`config.mk`:
```
export PLATFORM = sky130hd
export DESIGN_NAME = bfa_ctrl
export DESIGN_NICKNAME = d
export VERILOG_FILES = /design/src/bfa_pkg.sv /design/src/bfa_ctrl.sv
export SDC_FILE = /design/constraint.sdc
export NUM_CORES = 1
export LEC_CHECK = 0
export BUFFER_PORTS_ARGS = -buffer_cell sky130_fd_sc_hd__buf_2
export CAP_MARGIN = 5
export CELL_PAD_IN_SITES_DETAIL_PLACEMENT = 2
export CELL_PAD_IN_SITES_GLOBAL_PLACEMENT = 2
export CORE_MARGIN = 5
export CORE_UTILIZATION = 26
export CTS_CLUSTER_SIZE = 28
export DETAILED_ROUTE_END_ITERATION = 8
export PLACE_DENSITY = 0.8
export SYNTH_ARGS = -nofsm -noshare
export SYNTH_HDL_FRONTEND = slang
export SYNTH_SLANG_ARGS = --single-unit
export TNS_END_PERCENT = 20
```
`constraint.sdc`:
```
create_clock -name clk -period 2.85 [get_ports clk]
set_clock_uncertainty 0.15 [all_clocks]
set_input_delay 0.57 -clock clk [delete_from_list [all_inputs] [get_ports clk]]
set_output_delay 0.57 -clock clk [all_outputs]
set_load 0.005 [all_outputs]
```
`src/bfa_pkg.sv`:
```
// ----------------------------------------------------------------------------
// bfa_pkg: shared definitions for the bitmap frame allocator
// Field widths, opcodes, register indexes, reset values and the command and
// status words passed between controller and datapath.
// ----------------------------------------------------------------------------
package bfa_pkg;

  localparam int FRAME_COUNT_DEF = 1048576;
  localparam int WORD_WIDTH_DEF  = 32;

  localparam int FRAME_W    = 20;
  localparam int WSIZE_W    = 21;
  localparam int COUNT_W    = 21;
  localparam int OP_W       = 2;
  localparam int CFG_ADDR_W = 2;
  localparam int CFG_DATA_W = 21;
  localparam int DIFF_W     = FRAME_W + 3;

  localparam int BOOT_MARGIN = 128;

  localparam logic [FRAME_W-1:0] KERNEL_LAST_RST  = 20'd0;
  localparam logic [FRAME_W-1:0] WINDOW_START_RST = 20'd8;
  localparam logic [WSIZE_W-1:0] WINDOW_SIZE_RST  = 21'd120;

  localparam logic [CFG_ADDR_W-1:0] CFG_KERNEL_LAST  = 2'd0;
  localparam logic [CFG_ADDR_W-1:0] CFG_WINDOW_START = 2'd1;
  localparam logic [CFG_ADDR_W-1:0] CFG_WINDOW_SIZE  = 2'd2;

  typedef enum logic [OP_W-1:0] {
    OP_ALLOC = 2'd0,
    OP_MARK  = 2'd1,
    OP_FREE  = 2'd2,
    OP_BOOT  = 2'd3
  } op_t;

  typedef struct packed {
    logic clear_wr;
    logic load;
    logic div;
    logic m_rd;
    logic m_mod;
    logic a_rd;
    logic a_step;
    logic a_commit;
    logic b_rd;
    logic b_mod;
    logic b_cnt;
    logic res_load;
    logic res_ok;
    logic res_alloc;
  } cmd_t;

  typedef struct packed {
    logic clear_last;
    logic fid_oob;
    logic hint_end;
    logic word_full;
    logic cand_oob;
    logic boot_last_word;
  } status_t;

endpackage

```
`src/bfa_ctrl.sv`:
```
// ----------------------------------------------------------------------------
// bfa_ctrl: allocator sequencer
// Runs the post-reset clearing pass and steps each operation through its
// read, modify and count cycles; raises the result strobe.
// ----------------------------------------------------------------------------
module bfa_ctrl (
  input  logic                             clk,
  input  logic                             rst,
  input  logic                             start,
  input  logic [bfa_pkg::OP_W-1:0]         opcode,
  input  bfa_pkg::status_t                 status,
  output bfa_pkg::cmd_t                    cmd,
  output logic                             busy,
  output logic                             done
);

  typedef enum logic [9:0] {
    S_CLEAR = 10'b00_0000_0001,
    S_IDLE  = 10'b00_0000_0010,
    S_DIV   = 10'b00_0000_0100,
    S_MRD   = 10'b00_0000_1000,
    S_MMOD  = 10'b00_0001_0000,
    S_ARD   = 10'b00_0010_0000,
    S_ACHK  = 10'b00_0100_0000,
    S_BRD   = 10'b00_1000_0000,
    S_BMOD  = 10'b01_0000_0000,
    S_BCNT  = 10'b10_0000_0000
  } state_t;

  state_t state;
  state_t state_next;

  always_comb begin
    state_next = state;
    cmd        = '0;
    unique case (state)
      S_CLEAR: begin
        cmd.clear_wr = 1'b1;
        if (status.clear_last) begin
          state_next = S_IDLE;
        end
      end
      S_IDLE: begin
        if (start) begin
          cmd.load = 1'b1;
          unique case (bfa_pkg::op_t'(opcode))
            bfa_pkg::OP_ALLOC: state_next = S_ARD;
            bfa_pkg::OP_MARK:  state_next = S_DIV;
            bfa_pkg::OP_FREE:  state_next = S_DIV;
            bfa_pkg::OP_BOOT:  state_next = S_BRD;
            default:           state_next = S_IDLE;
          endcase
        end
      end
      S_DIV: begin
        cmd.div = 1'b1;
        if (status.fid_oob) begin
          cmd.res_load = 1'b1;
          cmd.res_ok   = 1'b1;
          state_next   = S_IDLE;
        end else begin
          state_next = S_MRD;
        end
      end
      S_MRD: begin
        cmd.m_rd   = 1'b1;
        state_next = S_MMOD;
      end
      S_MMOD: begin
        cmd.m_mod    = 1'b1;
        cmd.res_load = 1'b1;
        cmd.res_ok   = 1'b1;
        state_next   = S_IDLE;
      end
      S_ARD: begin
        if (status.hint_end) begin
          cmd.res_load = 1'b1;
          state_next   = S_IDLE;
        end else begin
          cmd.a_rd   = 1'b1;
          state_next = S_ACHK;
        end
      end
      S_ACHK: begin
        if (status.word_full) begin
          cmd.a_step = 1'b1;
          state_next = S_ARD;
        end else if (status.cand_oob) begin
          cmd.res_load = 1'b1;
          state_next   = S_IDLE;
        end else begin
          cmd.a_commit  = 1'b1;
          cmd.res_load  = 1'b1;
          cmd.res_ok    = 1'b1;
          cmd.res_alloc = 1'b1;
          state_next    = S_IDLE;
        end
      end
      S_BRD: begin
        cmd.b_rd   = 1'b1;
        state_next = S_BMOD;
      end
      S_BMOD: begin
        cmd.b_mod  = 1'b1;
        state_next = S_BCNT;
      end
      S_BCNT: begin
        cmd.b_cnt = 1'b1;
        if (status.boot_last_word) begin
          cmd.res_load = 1'b1;
          cmd.res_ok   = 1'b1;
          state_next   = S_IDLE;
        end else begin
          state_next = S_BRD;
        end
      end
      default: begin
        state_next = S_CLEAR;
      end
    endcase
  end

  always_ff @(posedge clk) begin
    if (rst) begin
      state <= S_CLEAR;
      done  <= 1'b0;
    end else begin
      state <= state_next;
      done  <= cmd.res_load;
    end
  end

  assign busy = (state != S_IDLE);

endmodule

```
==> impl_metrics.csv, run 1 <==
group,metric,value,unit
global_route,grt_pass1_wl,5.36,mm
worst_setup_path,critPathMaxFanout,3,
clock_tree,cts_hold_buffers,0,
synthesis,synth_top_family_by_area,"simple AND/OR/NAND/NOR gates",
worst_setup_path,r2r_slack,370,ps
synthesis,ys.flop_type,"dfxtp_1",
clock_tree,clock_latency,290,ps
job,drv_cap,0,
min_path,min_delay_path_depth,2,
clock_tree,clk_path_buf_depth,2,
worst_setup_path,critical_path_class,"register to output port",
clock_tree,cts_tree,"done",
worst_setup_path,cpPeakStageDelay,540,ps
power,comb_power_share,0.389,
power,leakage,0.506,nW
finish,drive_gt1_frac,0.457,
global_route,antenna_found_initial,0,
drt,vias,875,
worst_setup_path,arrival,2230,ps
worst_setup_path,endpoint_kind,"output port",
synthesis,syn_nets,105,
synthesis,ys_warn_count,0,
clock_tree,cts_buffers,3,
power,max-vdd-ir-drop,0.229,mV
floorplanning,start_util,0.272,
sta,slew_viol_final,0,
worst_setup_path,ff2ff_path_depth,6,
power,power.switching,0.000174,W
power,swShare,0.365,
finish,num-fill-cells,322,
finish,most-common-layout-cells,"buf_2 (25), inv_1 (9), buf_4 (9), dfxtp_1 (8), nor3_1 (6)",
floorplanning,die-area,4060,sq um
sta,rsz0062_at_grt,"true",
synthesis,synthMuxAreaShare,0,
global_route,grt-ovfl-total,0,
finish,synthToLayoutAreaGrowth,42.1,%
floorplanning,io_pins,27,
sta,period_share,1.03,
synthesis,synthXorXnorAreaFrac,0.0234,
drt,routedWlPerCell,20.5,microns
floorplanning,die_w,63.7,microns
global_route,grt_pass1_vias,986,
floorplanning,rows,19,
finish,fin_nets,141,
drt,drc,0,
synthesis,syn_area_per_cell,8.15,sq um
synthesis,synth_compound_area_frac,0.162,
power,cellInternalPower,0.000303,W
worst_setup_path,r2r-start,"state[2]$_SDFFE_PP0P_",
place,port_buffers,26,
sta,max_freq,340,MHz
synthesis,yosysUniqueCellTypes,36,
synthesis,async_flop_share,0,
clock_tree,htree_levels,1,
outcome,status,"finished with violations",
worst_setup_path,cp.required,2130,ps
drt,drt-initial-drc-count,17,
min_path,hold_path_startpoint,"status[4]",
sta,hold_viol,0,
synthesis,synth-simple-area-share,0.402,
synthesis,synth_fa_ha_area_frac,0.0334,
outcome,violations,"setup timing",
clock_tree,path_clk_slew,90,ps
sta,layout_min_cycle_time,2950,ps
power,powerDensity,448,nW/um^2
worst_setup_path,worstSetupStartpointType,"register",
synthesis,syn_area,749,sq um
synthesis,ys_ff_latch,11,
sta,finalSetupTns,-174,ps
clock_tree,clk_root_buffer_cell,"clkbuf_4",
worst_setup_path,r2r_end,"state[1]$_SDFFE_PP0P_",
power,pwr-share-clk,0.242,
power,p_seq_frac,0.369,
drt,viasPerCell,5.54,
sta,slew_headroom,0.648,
finish,layout_commonest_cell,"buf_2",
min_path,worstHoldEndpoint,"state[3]$_SDFFE_PP0P_",
place,place_area,930,sq um
worst_setup_path,cp_common_cell,"or3_4",
global_route,grt_usage,0.174,
worst_setup_path,timing.critical_path.slowest_stage_cell,"or4_4",
synthesis,seq_area_frac_synth,0.294,
worst_setup_path,crit_path_cell_trace,"or4_4 -> or3_4 -> or3_4 -> o311a_4 -> inv_2 -> buf_6",
floorplanning,core-area,2760,sq um
finish,antennaDiodeCount,0,
sta,setup_slack,-95.1,ps
power,total_power,0.000477,W
drt,final_antenna_net_count,0,
synthesis,synth-edff-count,0,
place,hpwl,2.26,mm
drt,wirelength,3.23,mm
floorplanning,fp.dieH,63.7,microns
sta,finalSetupViolCount,2,
clock_tree,numClockSinks,11,
place,gp_congestion,0.820,
sta,tightest_slew,522,ps
worst_setup_path,crit_path_start,"state[2]$_SDFFE_PP0P_",
place,place_ws,148,ps
global_route,grt_max_degree,10,
synthesis,synthCells,92,
min_path,holdCritPathClass,"primary input to register",
finish,design_area,1060,sq um
drt,dr.pass1.iters,2,
-- per-layer routing --
layer | global-route usage | vias up | wire length [microns]
met2 | 0.303 | 21 | 1680
li1 | - | 411 | -
met5 | 0 | - | 0
met4 | 0.0597 | 0 | 56
met1 | 0.193 | 439 | 1380
met3 | 0.0604 | 4 | 117
-- per-stage QoR --
stage	hold slack [ps]	util	std cells
2_1_floorplan	347	-	92
3_3_place_gp	396	0.337	150
3_5_place_dp	396	0.337	150
4_1_cts	306	0.375	157
5_1_grt	317	0.386	158
6_report	335	0.386	158
-- synth_stat cells, types with 2 or more instances --
cell / number / area, sq um
nand2b_1: 4 / 25.0
clkbuf_1: 2 / 7.51
ha_1: 2 / 25.0
nor2_1: 5 / 18.8
and2_1: 3 / 18.8
dfxtp_1: 11 / 220
a21oi_1: 4 / 20.0
o211ai_1: 2 / 15.0
xor2_1: 2 / 17.5
or4_1: 4 / 30.0
o21ai_0: 4 / 20.0
inv_1: 10 / 37.5
nor4_1: 6 / 37.5
or3_1: 4 / 25.0
nor3_1: 7 / 35.0
or2_2: 2 / 12.5
-- power groups by stage --
stage / logic [W] / clock network (W) / registers (W)
after floorplan: 0.0000936 / 0 / 0.000176
after global placement: 0.000135 / 0 / 0.000177
after detailed placement: 0.000141 / 0 / 0.000180
after CTS: 0.000177 / 0.000117 / 0.000175
after global routing: 0.000202 / 0.000132 / 0.000178
final: 0.000185 / 0.000115 / 0.000176
-- registers in the layout, indices dropped and copies added, names as in the netlist --
register  count
done          1
state        10
-- cells by family after synthesis --
kind of cell               Yosys count
and+or+nand+nor                     46
AOI/OAI and AO/OA                   17
DFF                                 11
buffers and inverters               14
xor gates and xnor gates             2
adders and majority gates            2
-- worst max-delay path: cells and delay by family, from the launching register on --
family	cells	cell delay [ps]
buffers and inverters	2	140
AND/OR/NAND/NOR	3	1310
flip-flops	1	340
AO/OA/AOI/OAI	1	150
-- how the worst max path moves through the flow --
stage	endpoint	slack (ps)	depth (start not counted)
global placement	cmd[2]	200	6
detailed placement	cmd[2]	150	6
floorplan	cmd[2]	330	5
finish	cmd[2]	-100	6
CTS	cmd[1]	-110	5
global route	cmd[2]	-170	6
-- layout make-up --
class,count,area [sq um],area share
multi-input combinational,67,531,0.498
sequential,11,226,0.213
timing repair buffer,35,204,0.192
tap,31,38.8,0.0364
inverter,10,37.5,0.0353
clock buffer,3,22.5,0.0212
clock inverter,1,5.00,0.00470
-- repair_timing --
| item | 4_1_cts | 5_1_grt |
|---|---|---|
| setup buffers | 3 | 1 |
| pin swaps | 2 | 3 |
| setup endpoints to repair | 5 | 6 |
| resized for setup | 14 | 4 |
Power figures use the tool's default switching activity.
==> inputs of run 2 (changes only) <==
clock period = 2.9 ns   (was 2.85 ns; I/O delays follow)
==> impl_metrics.csv, run 2 (synthesized netlist as in run 1, its figures left out) <==
group,metric,value,unit
outcome,status,"finished with violations",
outcome,violations,"setup timing",
clock_tree,cts_buffers,3,
drt,dr.pass1.iters,4,
place,hpwl,2.37,mm
global_route,grt_usage,0.178,
sta,rsz0062_at_grt,"true",
finish,layout_commonest_cell,"buf_2",
sta,max_freq,336,MHz
power,total_power,0.000481,W
floorplanning,start_util,0.272,
min_path,min_delay_path_depth,2,
worst_setup_path,critical_path_class,"register to output port",
floorplanning,core-area,2760,sq um
sta,hold_viol,0,
finish,fin_nets,142,
clock_tree,numClockSinks,11,
sta,period_share,1.03,
drt,wirelength,3.36,mm
finish,top_regs,"state (10), done (1)",
worst_setup_path,cp.required,2170,ps
drt,final_antenna_net_count,0,
clock_tree,cts_tree,"done",
sta,slew_viol_final,0,
global_route,grt_pass1_vias,992,
worst_setup_path,worstSetupStartpointType,"register",
power,max-vdd-ir-drop,0.193,mV
worst_setup_path,endpoint_kind,"output port",
sta,setup_slack,-77.8,ps
sta,slew_headroom,0.636,
drt,vias,870,
worst_setup_path,arrival,2250,ps
place,place_ws,97.4,ps
power,leakage,0.511,nW
clock_tree,path_clk_slew,80,ps
place,place_area,922,sq um
drt,routedWlPerCell,21.1,microns
clock_tree,cts_hold_buffers,0,
finish,antennaDiodeCount,0,
global_route,grt_pass1_wl,5.46,mm
finish,largest_reg_flops,10,
global_route,grt_max_degree,10,
global_route,antenna_found_initial,0,
clock_tree,htree_levels,1,
place,port_buffers,26,
drt,drc,0,
worst_setup_path,ff2ff_path_depth,5,
place,gp_congestion,0.838,
clock_tree,clk_path_buf_depth,2,
floorplanning,rows,19,
floorplanning,io_pins,27,
job,drv_cap,0,
finish,synthToLayoutAreaGrowth,42.4,%
power,powerDensity,451,nW/um^2
clock_tree,clk_root_buffer_cell,"clkbuf_4",
sta,finalSetupViolCount,2,
finish,most-common-layout-cells,"buf_2 (26), buf_4 (10), inv_1 (9), dfxtp_1 (8), nor3_1 (6)",
worst_setup_path,critPathMaxFanout,3,
floorplanning,die-area,4060,sq um
floorplanning,fp.dieH,63.7,microns
drt,drt-initial-drc-count,13,
finish,design_area,1070,sq um
sta,layout_min_cycle_time,2980,ps
global_route,grt-ovfl-total,0,
sta,finalSetupTns,-143,ps
drt,viasPerCell,5.47,
floorplanning,die_w,63.7,microns
finish,largest-register,"state",
sta,tightest_slew,541,ps
min_path,holdCritPathClass,"primary input to register",
clock_tree,clock_latency,290,ps
finish,drive_gt1_frac,0.453,
[run 2: through the flow]
step	util	hold slack [ps]	instances
floorplan	-	347	92
global placement	0.334	398	149
detailed placement	0.334	418	149
CTS	0.373	342	157
global route	0.387	350	159
finish	0.387	348	159
[run 2: what timing repair did]
| action | in CTS | in global routing |
|---|---|---|
| setup endpoints to repair | 2 | 5 |
| resized for setup | 13 | 4 |
| buffers inserted | 4 | 2 |
| pin swaps | 2 | 2 |
[run 2: layout make-up]
| cell class | instances | area [sq um] |
|---|---|---|
| Fill cell | 317 | 1690 |
| Multi-Input combinational cell | 67 | 529 |
| Sequential cell | 11 | 229 |
| Timing Repair Buffer | 36 | 205 |
| Tap cell | 31 | 38.8 |
| Inverter | 10 | 37.5 |
| Clock buffer | 3 | 22.5 |
| Clock inverter | 1 | 5.00 |
[run 2: layer usage]
layer | up-vias | part of all wire | track usage | routed length (microns)
met5 | - | 0 | 0 | 0
met4 | 0 | 0.045 | 0.112 | 151
met3 | 11 | 0.034 | 0.0480 | 115
met2 | 26 | 0.53 | 0.301 | 1790
met1 | 428 | 0.39 | 0.194 | 1310
li1 | 405 | - | - | -
[run 2: path summary, 6_finish.rpt]
check	from	endpoint	slack, ps
max reg2reg	state[3]$_SDFFE_PP0P_	state[1]$_SDFFE_PP0P_	520
min	status[4]	state[3]$_SDFFE_PP0P_	350
max	state[1]$_SDFFE_PP0P_	cmd[2]	-80
min reg2reg	state[2]$_SDFFE_PP0P_	state[4]$_SDFFE_PP0P_	390
[run 2: worst max-delay path, stage by stage, from the launching register on]
cell	delay [ps]
dfxtp_4	350
or4_4	540
or3_4	350
or3_4	420
o311a_4	160
inv_2	50
buf_2	100
[run 2: where the power goes]
group | switching (W) | internal [W] | total, W
registers | 0.00000831 | 0.000164 | 0.000173
logic | 0.000107 | 0.0000877 | 0.000195
clock network | 0.0000626 | 0.0000514 | 0.000114
total | 0.000178 | 0.000303 | 0.000481
==> inputs of run 3 (changes only) <==
--- a/config.mk
+++ b/config.mk
@@ -16,2 +16,4 @@
 export PLACE_DENSITY = 0.8
+export RECOVER_POWER = 25
+export SETUP_SLACK_MARGIN = 0.02
 export SYNTH_ARGS = -nofsm -noshare
--- a/constraint.sdc
+++ b/constraint.sdc
@@ -4,2 +4,2 @@
 set_output_delay 0.58 -clock clk [all_outputs]
-set_load 0.005 [all_outputs]
+set_load 0.02 [all_outputs]
==> impl_metrics.csv, run 3 (synthesized netlist as in run 1, its figures left out) <==
group,metric,value,unit
clock_tree,cts_tree,"done",
worst_setup_path,critical_path_class,"register to output port",
clock_tree,cts_hold_buffers,0,
clock_tree,cts_buffers,3,
floorplanning,rows,19,
clock_tree,clk_root_buffer_cell,"clkbuf_4",
floorplanning,io_pins,27,
sta,finalSetupTns,-140,ps
floorplanning,fp.dieH,63.7,microns
place,port_buffers,26,
finish,most-common-layout-cells,"buf_2 (23), buf_4 (12), inv_1 (9), dfxtp_1 (8), nor3_1 (7)",
clock_tree,clk_path_buf_depth,2,
global_route,antenna_found_initial,0,
worst_setup_path,endpoint_kind,"output port",
place,hpwl,2.36,mm
worst_setup_path,cp.required,2170,ps
global_route,grt_pass1_vias,976,
finish,top_regs,"state (10), done (1)",
sta,tightest_slew,523,ps
finish,largest_reg_flops,10,
finish,final_util,0.392,
worst_setup_path,arrival,2250,ps
drt,routedWlPerCell,22.0,microns
sta,max_freq,335,MHz
power,powerDensity,453,nW/um^2
global_route,grt_max_degree,10,
outcome,status,"finished with violations",
place,gp_congestion,0.767,
clock_tree,numClockSinks,11,
global_route,grt_pass1_wl,5.13,mm
sta,slew_viol_final,0,
clock_tree,path_clk_slew,80,ps
sta,rsz0062_at_grt,"true",
drt,vias,865,
finish,design_area,1080,sq um
sta,hold_viol,0,
sta,layout_min_cycle_time,2980,ps
drt,wirelength,3.52,mm
drt,viasPerCell,5.41,
sta,setup_slack,-80.8,ps
finish,antennaDiodeCount,0,
drt,final_antenna_net_count,0,
drt,drt-initial-drc-count,15,
clock_tree,htree_levels,1,
worst_setup_path,worstSetupStartpointType,"register",
sta,finalSetupViolCount,2,
worst_setup_path,critPathMaxFanout,4,
global_route,grt-ovfl-total,0,
finish,drive_gt1_frac,0.450,
finish,fin_nets,143,
power,leakage,0.497,nW
drt,dr.pass1.iters,4,
floorplanning,start_util,0.272,
drt,drc,0,
job,drv_cap,0,
sta,period_share,1.03,
power,max-vdd-ir-drop,0.303,mV
place,place_area,942,sq um
sta,slew_headroom,0.648,
outcome,violations,"setup timing",
floorplanning,die-area,4060,sq um
floorplanning,die_w,63.7,microns
min_path,holdCritPathClass,"primary input to register",
global_route,grt_usage,0.168,
finish,synthToLayoutAreaGrowth,44.1,%
floorplanning,core-area,2760,sq um
clock_tree,clock_latency,270,ps
finish,largest-register,"state",
finish,layout_commonest_cell,"buf_2",
## run 3: worst max-delay path, stage by stage, from the launching register on
cell and delay [ps]:
dfxtp_4 350, or4_4 560, or3_4 370, or3_4 390, o311a_4 140, inv_2 60, buf_6 110
## run 3: path summary, 6_finish.rpt
path                               from                    end  slack (ps)  depth (start not counted)
setup / recovery  state[1]$_SDFFE_PP0P_                 cmd[2]         -80                          6
hold / removal                status[3]  state[6]$_SDFFE_PP0P_         350                          2
setup reg to reg  state[1]$_SDFFE_PP0P_  state[1]$_SDFFE_PP0P_         340                          7
hold reg to reg   state[3]$_SDFFE_PP0P_  state[4]$_SDFFE_PP0P_         430                          2
## run 3: what timing repair did
action / CTS / global route
pin swaps: 3 / 3
endpoints found under the setup margin: 4 / 6
buffers inserted: 4 / 2
gates resized for setup: 14 / 4
## run 3: power by group
part / switching, W / total (W) / internal, W / leakage [nW]
logic: 0.000115 / 0.000203 / 0.0000882 / 0.391
registers: 0.0000102 / 0.000175 / 0.000164 / 0.0903
clock network: 0.0000586 / 0.000112 / 0.0000532 / 0.0150
## run 3: per-layer routing
layer / GRT usage / wire length, microns / vias up / share of wire
met5: 0 / 0 / - / 0
met4: 0.0701 / 21 / 0 / 0.0060
met3: 0.0391 / 105 / 2 / 0.030
met2: 0.296 / 1900 / 19 / 0.54
met1: 0.190 / 1490 / 435 / 0.42
li1: - / - / 409 / -
## run 3: final cells by class
cell class	instances	area (sq um)
clock buffers	4	26.3
fillers	314	1680
inverters	10	37.5
multi-input cells	67	528
flip-flops and latches	11	229
well taps	31	38.8
repair buffers	37	220
## run 3: per-stage QoR
stage	total power (W)	cells	hold WS [ps]	setup WS [ps]
final	0.000490	160	354	-80.8
after global placement	0.000320	150	399	171
after detailed placement	0.000330	150	400	108
after CTS	0.000471	158	339	-99.2
after global routing	0.000524	160	336	-153
after floorplan	0.000278	92	347	-28.6
